File: src/sv/pls_pkg.sv
// Shared constants for the positional list store.
package pls_pkg;

  localparam int unsigned DefaultDepth = 16;
  localparam int unsigned CmdW = 3;
  localparam int unsigned ValW = 32;
  localparam int unsigned PosW = 8;
  localparam int unsigned StatW = 2;

  typedef enum logic [CmdW-1:0] {
    CMD_INS_FRONT = 3'd0,
    CMD_INS_BACK  = 3'd1,
    CMD_INS_POS   = 3'd2,
    CMD_REM_FRONT = 3'd3,
    CMD_REM_BACK  = 3'd4
  } cmd_e;

  typedef enum logic [StatW-1:0] {
    ST_OK    = 2'd0,
    ST_EMPTY = 2'd1,
    ST_RANGE = 2'd2,
    ST_FULL  = 2'd3
  } status_e;

endpackage

File: src/sv/pls_if.sv
// Handshake interfaces for the command and result channels.
interface pls_cmd_if import pls_pkg::*; ();
  logic                    valid;
  logic                    ready;
  logic        [CmdW-1:0]  command;
  logic signed [ValW-1:0]  value;
  logic        [PosW-1:0]  position;
  modport source (output valid, command, value, position, input ready);
  modport sink   (input valid, command, value, position, output ready);
endinterface

interface pls_res_if import pls_pkg::*; #(
  parameter int unsigned CntW = 5
) ();
  logic                    valid;
  logic                    ready;
  logic signed [ValW-1:0]  removed_value;
  logic        [StatW-1:0] status;
  logic        [CntW-1:0]  entry_count;
  modport source (output valid, removed_value, status, entry_count, input ready);
  modport sink   (input valid, removed_value, status, entry_count, output ready);
endinterface

File: src/sv/positional_list_store.sv
// Positional list store: ordered list of signed words kept in one RAM.
//
//  channel | dir | payload                                  | handshake
//  cmd_ch  | in  | command, value, position                 | valid/ready
//  res_ch  | out | removed_value, status, entry_count       | valid/ready
//
// One command at a time. Entries sit in order in a RAM with a registered read.
// Insert at index k moves count-k entries back, each by a read then a write,
// then writes the new entry and loads the result. Front removal reads the
// head and shifts the rest forward; back removal reads the tail.
// Reset clears the fill count and control state; RAM contents are not cleared.
// A stalled result holds; a new command is taken once the result is loaded.
module positional_list_store import pls_pkg::*; #(
  parameter int unsigned DEPTH = DefaultDepth,
  localparam int unsigned CntW = $clog2(DEPTH + 1),
  localparam int unsigned AdrW = (DEPTH > 1) ? $clog2(DEPTH) : 1
) (
  input  logic       clk_i,
  input  logic       rst_ni,
  pls_cmd_if.sink    cmd_ch,
  pls_res_if.source  res_ch
);

  localparam int unsigned CmpW = (CntW > PosW) ? CntW + 1 : PosW + 1;

  typedef enum logic [3:0] {
    S_IDLE, S_UP_RD, S_UP_WR, S_PUT, S_FR_RD, S_FR_CAP,
    S_DN_RD, S_DN_WR, S_BK_RD, S_BK_CAP, S_DONE
  } state_e;

  state_e state_q;
  logic [CntW-1:0] count_q, ptr_q, tgt_q;
  logic signed [ValW-1:0] val_q, removed_q;
  logic [StatW-1:0] status_q;

  logic signed [ValW-1:0] mem [DEPTH];
  logic signed [ValW-1:0] rd_data_q;
  logic [AdrW-1:0] rd_addr;

  logic out_valid_q;
  logic signed [ValW-1:0] out_rem_q;
  logic [StatW-1:0] out_stat_q;
  logic [CntW-1:0] out_cnt_q;

  logic accept;
  logic res_load;
  logic [CmpW-1:0] pos_ext, cnt_ext;
  logic pos_bad, full;
  logic [CntW-1:0] ptr_dec, ptr_inc;

  assign cmd_ch.ready = (state_q == S_IDLE);
  assign accept = cmd_ch.valid && cmd_ch.ready;
  assign res_load = (state_q == S_DONE) && (!out_valid_q || res_ch.ready);
  assign pos_ext = CmpW'(cmd_ch.position);
  assign cnt_ext = CmpW'(count_q);
  assign pos_bad = (pos_ext == '0) ||
                   ((count_q == '0) ? (pos_ext != CmpW'(1)) : (pos_ext > cnt_ext));
  assign full = (count_q == CntW'(DEPTH));
  assign ptr_dec = ptr_q - CntW'(1);
  assign ptr_inc = ptr_q + CntW'(1);

  assign res_ch.valid = out_valid_q;
  assign res_ch.removed_value = out_rem_q;
  assign res_ch.status = out_stat_q;
  assign res_ch.entry_count = out_cnt_q;

  always_comb begin
    unique case (state_q)
      S_UP_RD: rd_addr = ptr_dec[AdrW-1:0];
      S_FR_RD: rd_addr = '0;
      default: rd_addr = ptr_q[AdrW-1:0];
    endcase
  end

  // RAM: one write port, one registered read port
  always_ff @(posedge clk_i) begin
    rd_data_q <= mem[rd_addr];
    if (state_q == S_UP_WR) begin
      mem[ptr_q[AdrW-1:0]] <= rd_data_q;
    end else if (state_q == S_DN_WR) begin
      mem[ptr_dec[AdrW-1:0]] <= rd_data_q;
    end else if (state_q == S_PUT) begin
      mem[tgt_q[AdrW-1:0]] <= val_q;
    end
  end

  always_ff @(posedge clk_i or negedge rst_ni) begin
    if (!rst_ni) begin
      state_q <= S_IDLE;
      count_q <= '0;
      ptr_q <= '0;
      tgt_q <= '0;
      val_q <= '0;
      removed_q <= '0;
      status_q <= ST_OK;
      out_valid_q <= 1'b0;
      out_rem_q <= '0;
      out_stat_q <= ST_OK;
      out_cnt_q <= '0;
    end else begin
      if (res_load) out_valid_q <= 1'b1;
      else if (res_ch.ready) out_valid_q <= 1'b0;
      unique case (state_q)
        S_IDLE: begin
          if (accept) begin
            val_q <= cmd_ch.value;
            removed_q <= '0;
            unique case (cmd_ch.command)
              CMD_INS_FRONT, CMD_INS_BACK: begin
                ptr_q <= count_q;
                tgt_q <= (cmd_ch.command == CMD_INS_FRONT) ? '0 : count_q;
                status_q <= full ? ST_FULL : ST_OK;
                if (full) state_q <= S_DONE;
                else if (cmd_ch.command == CMD_INS_BACK || count_q == '0) state_q <= S_PUT;
                else state_q <= S_UP_RD;
              end
              CMD_INS_POS: begin
                ptr_q <= count_q;
                tgt_q <= CntW'(pos_ext - CmpW'(1));
                status_q <= pos_bad ? ST_RANGE : (full ? ST_FULL : ST_OK);
                if (pos_bad || full) state_q <= S_DONE;
                else if (count_q == '0) state_q <= S_PUT;
                else state_q <= S_UP_RD;
              end
              CMD_REM_FRONT: begin
                ptr_q <= count_q;
                status_q <= (count_q == '0) ? ST_EMPTY : ST_OK;
                state_q <= (count_q == '0) ? S_DONE : S_FR_RD;
              end
              CMD_REM_BACK: begin
                ptr_q <= count_q - CntW'(1);
                status_q <= (count_q == '0) ? ST_EMPTY : ST_OK;
                state_q <= (count_q == '0) ? S_DONE : S_BK_RD;
              end
              default: begin
                ptr_q <= count_q;
                status_q <= ST_OK;
                state_q <= S_DONE;
              end
            endcase
          end
        end
        S_UP_RD: state_q <= S_UP_WR;
        S_UP_WR: begin
          ptr_q <= ptr_dec;
          state_q <= (ptr_dec == tgt_q) ? S_PUT : S_UP_RD;
        end
        S_PUT: begin
          count_q <= count_q + CntW'(1);
          state_q <= S_DONE;
        end
        S_FR_RD: state_q <= S_FR_CAP;
        S_FR_CAP: begin
          removed_q <= rd_data_q;
          ptr_q <= CntW'(1);
          if (count_q == CntW'(1)) begin
            count_q <= count_q - CntW'(1);
            state_q <= S_DONE;
          end else begin
            state_q <= S_DN_RD;
          end
        end
        S_DN_RD: state_q <= S_DN_WR;
        S_DN_WR: begin
          ptr_q <= ptr_inc;
          if (ptr_inc == count_q) begin
            count_q <= count_q - CntW'(1);
            state_q <= S_DONE;
          end else begin
            state_q <= S_DN_RD;
          end
        end
        S_BK_RD: state_q <= S_BK_CAP;
        S_BK_CAP: begin
          removed_q <= rd_data_q;
          count_q <= count_q - CntW'(1);
          state_q <= S_DONE;
        end
        S_DONE: begin
          if (res_load) begin
            out_rem_q <= removed_q;
            out_stat_q <= status_q;
            out_cnt_q <= count_q;
            state_q <= S_IDLE;
          end
        end
        default: state_q <= S_IDLE;
      endcase
    end
  end

endmodule

File: src/flat_wrapper.sv
// flat-port wrapper written by rule: the top's interface ports become plain ports
module positional_list_store_flat import pls_pkg::*;
#(
  parameter int unsigned DEPTH = DefaultDepth,
  localparam int unsigned CntW = $clog2(DEPTH + 1),
  localparam int unsigned AdrW = (DEPTH > 1) ? $clog2(DEPTH) : 1
)
  (clk_i, rst_ni, cmd_ch_valid, cmd_ch_command, cmd_ch_value, cmd_ch_position, cmd_ch_ready, res_ch_valid, res_ch_removed_value, res_ch_status, res_ch_entry_count, res_ch_ready);
  pls_cmd_if cmd_ch_i ();
  pls_res_if #(.CntW(($clog2((DefaultDepth) + 1)))) res_ch_i ();
  input  logic clk_i;
  input  logic rst_ni;
  input wire logic [$bits(cmd_ch_i.valid)-1:0] cmd_ch_valid;
  input wire logic [$bits(cmd_ch_i.command)-1:0] cmd_ch_command;
  input wire logic [$bits(cmd_ch_i.value)-1:0] cmd_ch_value;
  input wire logic [$bits(cmd_ch_i.position)-1:0] cmd_ch_position;
  output wire logic [$bits(cmd_ch_i.ready)-1:0] cmd_ch_ready;
  output wire logic [$bits(res_ch_i.valid)-1:0] res_ch_valid;
  output wire logic [$bits(res_ch_i.removed_value)-1:0] res_ch_removed_value;
  output wire logic [$bits(res_ch_i.status)-1:0] res_ch_status;
  output wire logic [$bits(res_ch_i.entry_count)-1:0] res_ch_entry_count;
  input wire logic [$bits(res_ch_i.ready)-1:0] res_ch_ready;
  assign cmd_ch_i.valid = cmd_ch_valid;
  assign cmd_ch_i.command = cmd_ch_command;
  assign cmd_ch_i.value = cmd_ch_value;
  assign cmd_ch_i.position = cmd_ch_position;
  assign cmd_ch_ready = cmd_ch_i.ready;
  assign res_ch_valid = res_ch_i.valid;
  assign res_ch_removed_value = res_ch_i.removed_value;
  assign res_ch_status = res_ch_i.status;
  assign res_ch_entry_count = res_ch_i.entry_count;
  assign res_ch_i.ready = res_ch_ready;
  positional_list_store #(.DEPTH(DEPTH)) u_core (.clk_i(clk_i), .rst_ni(rst_ni), .cmd_ch(cmd_ch_i), .res_ch(res_ch_i));
endmodule
File: config.mk
export PLATFORM = sky130hd
export DESIGN_NAME = positional_list_store_flat
export DESIGN_NICKNAME = d
export VERILOG_FILES = /design/src/sv/pls_pkg.sv /design/src/sv/pls_if.sv /design/src/sv/positional_list_store.sv /design/src/flat_wrapper.sv
export SDC_FILE = /design/constraint.sdc
export NUM_CORES = 1
export LEC_CHECK = 0
export BUFFER_PORTS_ARGS = -buffer_cell sky130_fd_sc_hd__buf_4
export CAP_MARGIN = 20
export CORE_MARGIN = 5
export CORE_UTILIZATION = 47
export DETAILED_ROUTE_END_ITERATION = 16
export GPL_TIMING_DRIVEN = 0
export PLACE_DENSITY = 0.61
export RECOVER_POWER = 25
export SYNTH_ARGS = -nofsm -noshare
export SYNTH_HDL_FRONTEND = slang
export SYNTH_SLANG_ARGS = --single-unit
export TNS_END_PERCENT = 50
File: constraint.sdc
create_clock -name clk_i -period 4.7 [get_ports clk_i]
set_input_delay 0 -clock clk_i [delete_from_list [all_inputs] [get_ports clk_i]]
set_output_delay 0 -clock clk_i [all_outputs]
set_load 0.03 [all_outputs]
==> summary.md, run 1 <==
| Metric | Value |
|---|---|
| Clock-pin slew on the worst setup and hold paths | 0.06 ns |
| Register-to-register setup slack | 0.41 ns |
| Crit. End Element | flip-flop |
| Worst hold slack | 0.0570 ns |
| Non-filler instance count after layout | 2628 |
| Syn Area/Cell | 16.7 µm² |
| Area share of fa/ha/maj cells after synthesis | 0.567% |
| DIE AREA | 61200 µm² |
| Router iterations before antenna repair | 5 |
| Setup CP Type | reg -> reg |
| Drt first-iter violations | around 1400 |
| Hold WC Path Type | in -> reg |
| Bufs on Longest Clock Path | 3 |
| Routed Wire Length | 66100 µm |
| Total gr overflow | 0 |
| DRC errors left | 0 |
| Placed Instances | 2453 |
| Post-Syn Nets | 1647 |
| PwrDens | 740 nW/µm² |
| Worst Clk Skew | 0.0256 ns |
| Max Used Layer | met4 |
| Cell Area, Synth | 26500 µm² |
| Slew Viols, Final | 127 |
| Top FF cell, synth | edfxtp_1 |
| Met3 wire len | 4700 µm |
| Final Power | 23.1 mW |
| Vias in the first global route | 15400 |
| Simple-Gate Fraction of Synth Area | 5.67% |
| Most frequent cells in the layout | 512 x edfxtp_1, 203 x nand2_1, 130 x clkbuf_1 |
| Initial antenna violation count | 0 |
| Synth top area share | 58.1% |
| Async set or reset register ratio after synthesis | 18.7% |
| Worst flop-to-flop path endpoint | u_core.mem[1][29] |
| Cells after Synth | between 1500 and 2000 |
| WP data arrival | roughly 4.6 ns |
| Die Span Y | 247 µm |
| Number of antenna-violating nets in the routed design | 0 |
| Met2 Wirelength | 32200 µm |
| Placer Congestion | 0.857 |
| Antenna Diode Count | 0 |
| Slew margin rel. | -57.8% |
| F_max | around 230 MHz |
| Metal-1 WL | 28000 µm |
| # Max-Cap Violations | 2 |
| Hold path endpoint | u_core.state_q[0] |
| TNS Setup | 0 ns |
| Status | finished with violations |
| Main combinational cell family by area after synthesis | multiplexers |
| Dominant cells by area after synthesis | edfxtp_1 58%, dfrtp_1 12%, mux4_2 8.2%, nand2_1 2.9%, mux2_2 2.8% |
| Clock root buffer | clkbuf_16 |
| # resized after CTS | 0 |
| Layout cell share with drive strength beyond 1 | between 10% and 20% |
| Startpoint types | flip-flop |
| Register bit total from synthesis | 669 |
| Post-Synth XOR/XNOR Area | less than 1% |
| Hold path depth | 3 |
| Area Growth Syn to Fin | 18.0% |
| Initial Util | 47.2% |
| Slew @ Worst Pin | 2.37 ns |
| Worst path required time | 4.99 ns |
| Peak VDD IR | 419 µV |
| Number of synthesized flops with an enable pin | 512 |
| Failing checks | max-capacitance violations, max-slew violations |
| # IOs | 88 |
| Fill count | 4443 |
| TritonCTS clock tree | yes |
| Final HPWL DP | roughly 43000 µm |
| Tcrit/Tclk final | 91.4% |
| Port bufs | 86 |
| Pleak | 11.1 nW |
| Routed wire per std cell | around 25 µm |
| Final hold violation count | 0 |
| Hold Path Origin | cmd_ch_command[1] |
| Mux contribution to synthesized area | 12.3% |
| Commonest non-fill, non-tap cell in the layout | edfxtp_1 |
| Setup WS post-layout | between 0.4 and 0.5 ns |
| RSZ-0062 raised after global routing | no |
| Fin crit period | 4.29 ns |
| Routed vias/inst | around 5.8 |
| CP startpoint | u_core.state_q[1] |
| Clock buffer count from CTS | 70 |
| Largest net degree at the start of global routing | 83 |
| Reg2reg start | u_core.state_q[1] |
| Reg2reg path depth | 8 |
| NumNets Final | 1875 |
| Vias after detailed routing | 15200 |
| Most area-hungry cell type in the Yosys netlist | edfxtp_1 |
| Rows | 87 |
| Pre-CTS setup slack | 0.627 ns |
| Synth Area in Compound Gates | 6.12% |
| Worst skew pair latency | 0.61 ns |
| Post-synthesis sequential area ratio | 72.3% |
| Max FO, Critical Path | 17 |
| Die width | 247 µm |
| First-pass GRT wire length | 98900 µm |
| Gr usage total | about 22% |
| Syn. warnings | 0 |
| Final setup vio count | 0 |
| Core region area | around 56000 µm² |
| Synth cell types | between 60 and 70 |
| H-Tree Depth | 3 |
| Sinks on Clock Net | roughly 670 |
-- flip-flops by register name (all words and copies together), names as in the netlist --
| register | flops |
|---|---|
| u_core.count_q | 5 |
| u_core.mem | 512 |
| u_core.ptr_q | 5 |
| u_core.rd_data_q | 32 |
| u_core.removed_q | 32 |
| u_core.res_ch.entry_count | 5 |
| u_core.res_ch.removed_value | 32 |
| u_core.res_ch.status | 2 |
| u_core.res_ch.valid | 1 |
| u_core.state_q | 4 |
| u_core.status_q | 2 |
| u_core.tgt_q | 5 |
| u_core.val_q | 32 |
-- synthesized netlist by cell type (4+ instances only) --
| master | number |
|---|---|
| xnor2_1 | 23 |
| nand2_1 | 203 |
| a221o_1 | 33 |
| clkbuf_1 | 59 |
| buf_2 | 17 |
| ha_1 | 12 |
| mux2i_1 | 34 |
| nor3_1 | 7 |
| mux4_2 | 97 |
| o21a_1 | 6 |
| nand3_1 | 43 |
| inv_1 | 15 |
| a22o_1 | 32 |
| nor4b_1 | 4 |
| dfrtp_1 | 125 |
| dfxtp_1 | 32 |
| a21oi_1 | 58 |
| a31oi_1 | 4 |
| buf_6 | 7 |
| nand4_1 | 4 |
| buf_1 | 4 |
| mux2_2 | 66 |
| nor2b_1 | 5 |
| buf_4 | 5 |
| nand2b_1 | 6 |
| a22oi_1 | 35 |
| o21ai_0 | 29 |
| nor2_1 | 43 |
| xor2_1 | 6 |
| nor3b_1 | 5 |
| edfxtp_1 | 512 |
| or3_1 | 4 |
-- cells by family (layout without fill, tap and decap cells) --
logic type	count (synthesis)	after routing
xor gates and xnor gates	29	29
adders and majority gates	12	12
and+or+nand+nor	342	342
DFF	669	669
AOI/OAI and AO/OA	228	228
buffers and inverters	111	395
muxes	197	197
-- final cells by class --
type	count	area, µm²	area share (%)
clock inverter	21	148	0.473
sequential	669	19100	61.3
inverter	17	63.8	0.204
multi-input combinational	808	6920	22.1
timing repair buffer	156	1530	4.91
tap	756	946	3.03
buffer	94	477	1.53
clock buffer	107	2010	6.44
-- metal layers --
layer,vias to the layer above,track usage (%)
met5,-,0
met4,0,5.83
met3,78,3.84
met2,524,35.7
met1,7935,30.9
li1,6640,-
-- stage by stage --
step                util (%)  area, µm²
floorplan                  -      26500
global placement        50.1      28100
detailed placement      51.4      28800
CTS                     56.1      31400
global route            55.7      31200
finish                  55.7      31200
-- worst max-delay path: stages (launching register included) --
cell and delay [ns]:
dfrtp_1 0.44, clkbuf_1 0.40, nand2_1 0.13, nor3_1 0.90, clkbuf_1 0.50, o21a_1 0.25
nand2_1 0.27, nor2_4 0.77, buf_12 0.27
-- power breakdown --
group	switching [mW]	leakage, nW	internal [mW]
Clock	2.22	1.05	3.01
Sequential	0.505	6.54	8.32
Combinational	5.62	3.48	3.45
Total	8.34	11.1	14.8
-- worst max-delay path by stage --
stage	endpoint	slack, ns	cells after the start
3_3_place_gp	u_core.mem[3][8]	-1.61	8
4_1_cts	u_core.mem[1][21]	0.60	8
5_1_grt	u_core.mem[14][13]	0.22	9
2_1_floorplan	u_core.mem[11][0]	1.21	8
3_5_place_dp	u_core.mem[14][7]	0.63	9
6_report	u_core.mem[1][29]	0.41	8
-- timing repair --
action	in CTS	in global routing
setup buffers	0	0
endpoints found under the hold margin	169	0
hold buffers	47	0
Power figures use the tool's default switching activity.
==> run 2: changes to the inputs <==
--- a/config.mk
+++ b/config.mk
@@ -7,11 +7,13 @@
 export LEC_CHECK = 0
 export BUFFER_PORTS_ARGS = -buffer_cell sky130_fd_sc_hd__buf_4
 export CAP_MARGIN = 20
+export CELL_PAD_IN_SITES_DETAIL_PLACEMENT = 1
+export CELL_PAD_IN_SITES_GLOBAL_PLACEMENT = 2
 export CORE_MARGIN = 5
 export CORE_UTILIZATION = 47
 export DETAILED_ROUTE_END_ITERATION = 16
 export GPL_TIMING_DRIVEN = 0
-export PLACE_DENSITY = 0.61
+export PLACE_DENSITY = 0.77
 export RECOVER_POWER = 25
 export SYNTH_ARGS = -nofsm -noshare
 export SYNTH_HDL_FRONTEND = slang
==> summary.md, run 2 (synthesis results as in run 1) <==
| Metric | Value |
|---|---|
| WP data arrival | roughly 4.7 ns |
| Gr usage total | 23.4% |
| Initial Util | 47.2% |
| Placed instance area | between 20000 and 30000 µm² |
| Hold Path Origin | cmd_ch_position[1] |
| Crit-path cells | clkbuf_1, nand2_1, nor3_1, buf_4, clkbuf_1, nand2_1, o21ai_0, nand2_1, nor2_4, buf_16 |
| Vias in the first global route | 16400 |
| Max FO, Critical Path | 19 |
| Hold path depth | 5 |
| # resized after CTS | 0 |
| Total gr overflow | 0 |
| Die width | 247 µm |
| Router iterations before antenna repair | 5 |
| Worst path required time | roughly 5 ns |
| Commonest non-fill, non-tap cell in the layout | edfxtp_1 |
| Bufs on Longest Clock Path | 3 |
| Clock buffer count from CTS | between 70 and 80 |
| Crit path top cell by count | nand2_1 |
| Worst hold slack | 0.0204 ns |
| Fin crit period | 4.40 ns |
| Largest net degree at the start of global routing | 75 |
| Drt first-iter violations | 1314 |
| Startpoint types | flip-flop |
| Reg2reg start | u_core.state_q[1] |
| H-Tree Depth | 3 |
| Setup CP Type | reg -> reg |
| Slew @ Worst Pin | 3.33 ns |
| Worst Path Buf+Inv | 4 |
| Port bufs | between 80 and 90 |
| Final hold violation count | 0 |
| Crit. End Element | flip-flop |
| Routed wire per std cell | ~27 µm |
| Placer Congestion | between 0.8 and 0.9 |
| Slew margin rel. | -122% |
| Fin area | roughly 31000 µm² |
| Clock-pin slew on the worst setup and hold paths | 0.06 ns |
| Failing checks | max-capacitance violations, max-slew violations |
| Antenna Diode Count | 0 |
| # Max-Cap Violations | 2 |
| Core region area | between 50000 and 60000 µm² |
| Die Span Y | 247 µm |
| Area Growth Syn to Fin | 18.1% |
| TritonCTS clock tree | yes |
| Layout cell share with drive strength beyond 1 | 19.9% |
| Fill count | ~5200 |
| Routed Wire Length | just over 70000 µm |
| DRC errors left | 0 |
| Sinks on Clock Net | roughly 670 |
| Max reg flops | 512 |
| Most frequent cells in the layout | 512 x edfxtp_1, 203 x nand2_1, 125 x dfrtp_1 |
| Hold WC Path Type | in -> reg |
| Worst path max stage delay | about 0.86 ns |
| Rows | 87 |
| Family with the most delay on the worst path | simple AND/OR/NAND/NOR gates |
| DIE AREA | 61200 µm² |
| Slew Viols, Final | 127 |
| Tcrit/Tclk final | 93.7% |
| Peak VDD IR | between 400 and 500 µV |
| First-pass GRT wire length | 106000 µm |
| CP max-delay cell | nor2_4 |
| Initial antenna violation count | 0 |
| Final setup vio count | 0 |
| NumNets Final | 1871 |
| # IOs | 88 |
| F_max | 227 MHz |
| Worst skew pair latency | about 0.62 ns |
| Reg2reg path depth | 10 |
| Register-to-register setup slack | roughly 0.30 ns |
| Hold path endpoint | u_core.tgt_q[3] |
| Pleak | between 10 and 15 nW |
| PwrDens | 758 nW/µm² |
| Clock root buffer | clkbuf_16 |
| Worst Clk Skew | approximately 0.030 ns |
| Worst flop-to-flop path endpoint | u_core.mem[15][9] |
| Pre-CTS setup slack | 0.490 ns |
| Number of antenna-violating nets in the routed design | 0 |
| Post-CTS setup buffers | 0 |
| Routed vias/inst | ~5.8 |
| RSZ-0062 raised after global routing | no |
| Final HPWL DP | 45200 µm |
| Vias after detailed routing | 15300 |
| Setup WS post-layout | 0.295 ns |
| Status | finished with violations |
==> run 2: worst reg2reg max path: stages (launching register included) <==
cell	delay (ns)
dfrtp_1	0.42
clkbuf_1	0.39
nand2_1	0.13
nor3_1	0.63
buf_4	0.27
clkbuf_1	0.45
nand2_1	0.19
o21ai_0	0.17
nand2_1	0.33
nor2_4	0.86
buf_16	0.25
==> run 2: how the worst max path moves through the flow <==
stage	from	endpoint	cells past startpoint	slack, ns
4_1_cts	u_core.state_q[3]	u_core.mem[15][9]	10	0.40
6_report	u_core.state_q[1]	u_core.mem[15][9]	10	0.30
5_1_grt	u_core.state_q[1]	u_core.mem[15][9]	10	0.12
3_5_place_dp	u_core.state_q[3]	u_core.mem[14][8]	10	0.49
2_1_floorplan	u_core.state_q[3]	u_core.mem[11][0]	8	1.21
3_3_place_gp	u_core.state_q[3]	u_core.mem[15][5]	8	-1.85
==> run 2: area by class of cell <==
cell class	count	area, µm²	area share, %
Sequential cell	669	19100	61.2
Multi-Input combinational cell	808	6920	22.1
Clock buffer	89	1900	6.06
Timing Repair Buffer	151	1380	4.42
Tap cell	756	946	3.02
Clock inverter	42	470	1.50
Buffer	94	469	1.50
Inverter	17	63.8	0.204
==> run 2: through the flow <==
step / total power [mW] / utilization (%) / setup TNS [ns] / cells
2_1_floorplan: 14.9 / - / 0 / 1588
3_3_place_gp: 17.8 / 50.1 / -815.13 / 2430
3_5_place_dp: 18.3 / 51.1 / 0 / 2448
4_1_cts: 24.1 / 56.2 / 0 / 2626
5_1_grt: 24.9 / 55.8 / 0 / 2626
6_report: 23.7 / 55.8 / 0 / 2626
==> run 2: layer usage <==
metal	wire, µm	up-vias	global-route usage (%)
li1	-	6627	-
met1	30000	8134	32.5
met2	34300	457	38.5
met3	4630	107	4.33
met4	1810	0	6.80
met5	0	-	0
==> run 2: report_power, final <==
part           total [mW]  internal [mW]  switching, mW
logic                9.19           3.40           5.79
registers            8.83           8.32          0.508
clock network        5.68           3.33           2.35
==> run 2: timing repair <==
action / CTS / global route
hold buffers: 47 / 0
endpoints found under the hold margin: 169 / 0
endpoints found under the setup margin: 0 / 0
==> run 3: changes to the inputs <==
--- a/config.mk
+++ b/config.mk
@@ -6,13 +6,13 @@
 export NUM_CORES = 1
 export LEC_CHECK = 0
 export BUFFER_PORTS_ARGS = -buffer_cell sky130_fd_sc_hd__buf_4
-export CAP_MARGIN = 20
 export CELL_PAD_IN_SITES_DETAIL_PLACEMENT = 1
 export CELL_PAD_IN_SITES_GLOBAL_PLACEMENT = 2
 export CORE_MARGIN = 5
 export CORE_UTILIZATION = 47
 export DETAILED_ROUTE_END_ITERATION = 16
 export GPL_TIMING_DRIVEN = 0
+export HOLD_SLACK_MARGIN = 0.02
 export PLACE_DENSITY = 0.77
 export RECOVER_POWER = 25
 export SYNTH_ARGS = -nofsm -noshare
==> constraint.sdc (replaced) <==
create_clock -name clk_i -period 4.18 [get_ports clk_i]
set_input_delay 0 -clock clk_i [delete_from_list [all_inputs] [get_ports clk_i]]
set_output_delay 0 -clock clk_i [all_outputs]
set_load 0.03 [all_outputs]
==> summary.md, run 3 (synthesis results as in run 1) <==
| Metric | Value |
|---|---|
| Number of antenna-violating nets in the routed design | 0 |
| Worst hold slack | about 0.019 ns |
| Initial antenna violation count | 0 |
| Gr busiest metal | met2 |
| Psw | approximately 10 mW |
| Grt met1 use | 32.7% |
| Worst path max stage delay | about 0.84 ns |
| Crit path top cell by count | clkbuf_1 |
| DRC errors left | 0 |
| Commonest non-fill, non-tap cell in the layout | edfxtp_1 |
| Switching Fraction | 36.2% |
| Slew margin rel. | -90.6% |
| Sinks on Clock Net | between 600 and 700 |
| CP max-delay cell | nor2_4 |
| Area Growth Syn to Fin | 19.2% |
| Worst path required time | 4.48 ns |
| Vias after detailed routing | 15300 |
| F_max | 243 MHz |
| Fill count | around 5100 |
| Most frequent cells in the layout | 512 x edfxtp_1, 203 x nand2_1, 125 x dfrtp_1 |
| # IOs | 88 |
| Crit-path cells | clkbuf_1, clkbuf_1, nor3_4, clkbuf_1, nand2_1, o21ai_0, nand2_1, nor2_4, buf_16 |
| Family with the most delay on the worst path | simple AND/OR/NAND/NOR gates |
| Startpoint types | flip-flop |
| Clock-pin slew on the worst setup and hold paths | around 0.06 ns |
| TNS Setup | 0 ns |
| Comb pwr share | 38.5% |
| Failing checks | max-capacitance violations, max-slew violations |
| H-Tree Depth | 3 |
| Pleak | between 10 and 15 nW |
| Final Power | between 20 and 30 mW |
| Met3 GRT Util | ~4% |
| Total gr overflow | 0 |
| Final HPWL DP | 45100 µm |
| Critical path depth | 9 |
| Worst skew pair latency | 0.62 ns |
| Layout cell share with drive strength beyond 1 | 21.1% |
| Pre-CTS setup slack | -0.269 ns |
| Rows | between 80 and 90 |
| Final setup vio count | 0 |
| Fin util | 56.3% |
| Max FO, Critical Path | 20 |
| Worst Clk Skew | 0.0308 ns |
| Clock root buffer | clkbuf_16 |
| Bufs on Longest Clock Path | 3 |
| Fin crit period | around 4.1 ns |
| Sequential cell area | 19100 µm² |
| Hold path depth | 5 |
| Reg2reg path depth | 9 |
| Worst Path Buf+Inv | 4 |
| Final hold violation count | 0 |
| First-pass GRT wire length | 107000 µm |
| Antenna Diode Count | 0 |
| Area of the multi-input gates | about 7000 µm² |
| Met2 GRT Util | 38.5% |
| Routed vias/inst | 5.82 |
| NumNets Final | ~1900 |
| Non-filler instance count after layout | around 2600 |
| Routed wire per std cell | 27.0 µm |
| Core region area | about 56000 µm² |
| Tcrit/Tclk final | a little over nine tenths |
| Peak VDD IR | 560 µV |
| Fin area | ~32000 µm² |
| Setup CP Type | reg -> reg |
| Setup WS post-layout | 0.0581 ns |
| # Max-Cap Violations | 2 |
| Gr usage total | 23.4% |
| Largest net degree at the start of global routing | 75 |
| Die width | between 200 and 250 µm |
| DIE AREA | 61200 µm² |
| Clock power frac | 24.7% |
| Initial Util | 47.2% |
| WP data arrival | ~4.4 ns |
| Die Span Y | about 250 µm |
| Max reg flops | 512 |
| Placed Instances | 2447 |
| Clock buffer count from CTS | 72 |
| Placed instance area | roughly 29000 µm² |
| Hold WC Path Type | in -> reg |
| Router iterations before antenna repair | 6 |
| Reg power frac | 36.9% |
| Routed Wire Length | 71100 µm |
| PwrDens | 854 nW/µm² |
| Slew @ Worst Pin | roughly 2.9 ns |
| Status | finished with violations |
| Vias in the first global route | roughly 17000 |
| Drt first-iter violations | 1443 |
| Placer Congestion | 0.815 |
| Slew Viols, Final | between 100 and 150 |
| Crit. End Element | flip-flop |
| TritonCTS clock tree | yes |
| Port bufs | 86 |
| P_int | 17.2 mW |
==> run 3: cell type report <==
class | instances | share of cell area, %
buffer | 94 | 1.49
clock buffer | 94 | 6.23
clock inverter | 39 | 1.64
inverter | 17 | 0.202
multi-input combinational | 808 | 21.9
sequential | 669 | 60.7
tap | 756 | 3.00
timing repair buffer | 158 | 4.84
==> run 3: worst min-delay path, delay by kind of cell <==
kind / cells / cell delay (ns)
compound gates: 2 / 0.28
buf+inv: 1 / 0.10
simple gates: 1 / 0.05
xor+xnor: 1 / 0.15
==> run 3: power groups by stage <==
stage | registers (mW) | clock network (mW) | logic, mW
2_1_floorplan | 10.2 | 0 | 6.62
3_3_place_gp | 10.1 | 0 | 9.98
3_5_place_dp | 10.1 | 0 | 10.5
4_1_cts | 9.94 | 6.75 | 10.6
5_1_grt | 10.0 | 7.06 | 11.2
6_report | 9.93 | 6.65 | 10.4
==> run 3: path summary, 6_finish.rpt <==
kind / start / endpoint / slack (ns)
max in group asynchronous: rst_ni / u_core.removed_q[0] / 0.78
min reg2reg: u_core.rd_data_q[17] / u_core.removed_q[17] / 0.46
min: cmd_ch_position[1] / u_core.tgt_q[3] / 0.02
max reg2reg: u_core.state_q[3] / u_core.mem[3][18] / 0.06
max: u_core.state_q[3] / u_core.mem[3][18] / 0.06
min in group asynchronous: rst_ni / u_core.res_ch.entry_count[0] / 1.17
==> run 3: what timing repair did <==
action	in CTS	in global routing
hold buffers	47	0
buffers inserted	0	8
cloned	0	0
endpoints found under the setup margin	337	81
pin swaps	0	6
resized for setup	1	1
hold endpoints to repair	169	0
==> run 3: metal layers <==
| metal | wire length, µm | up-vias |
|---|---|---|
| li1 | - | 6626 |
| met1 | 30400 | 8158 |
| met2 | 34800 | 459 |
| met3 | 4370 | 87 |
| met4 | 1470 | 0 |
| met5 | 0 | - |
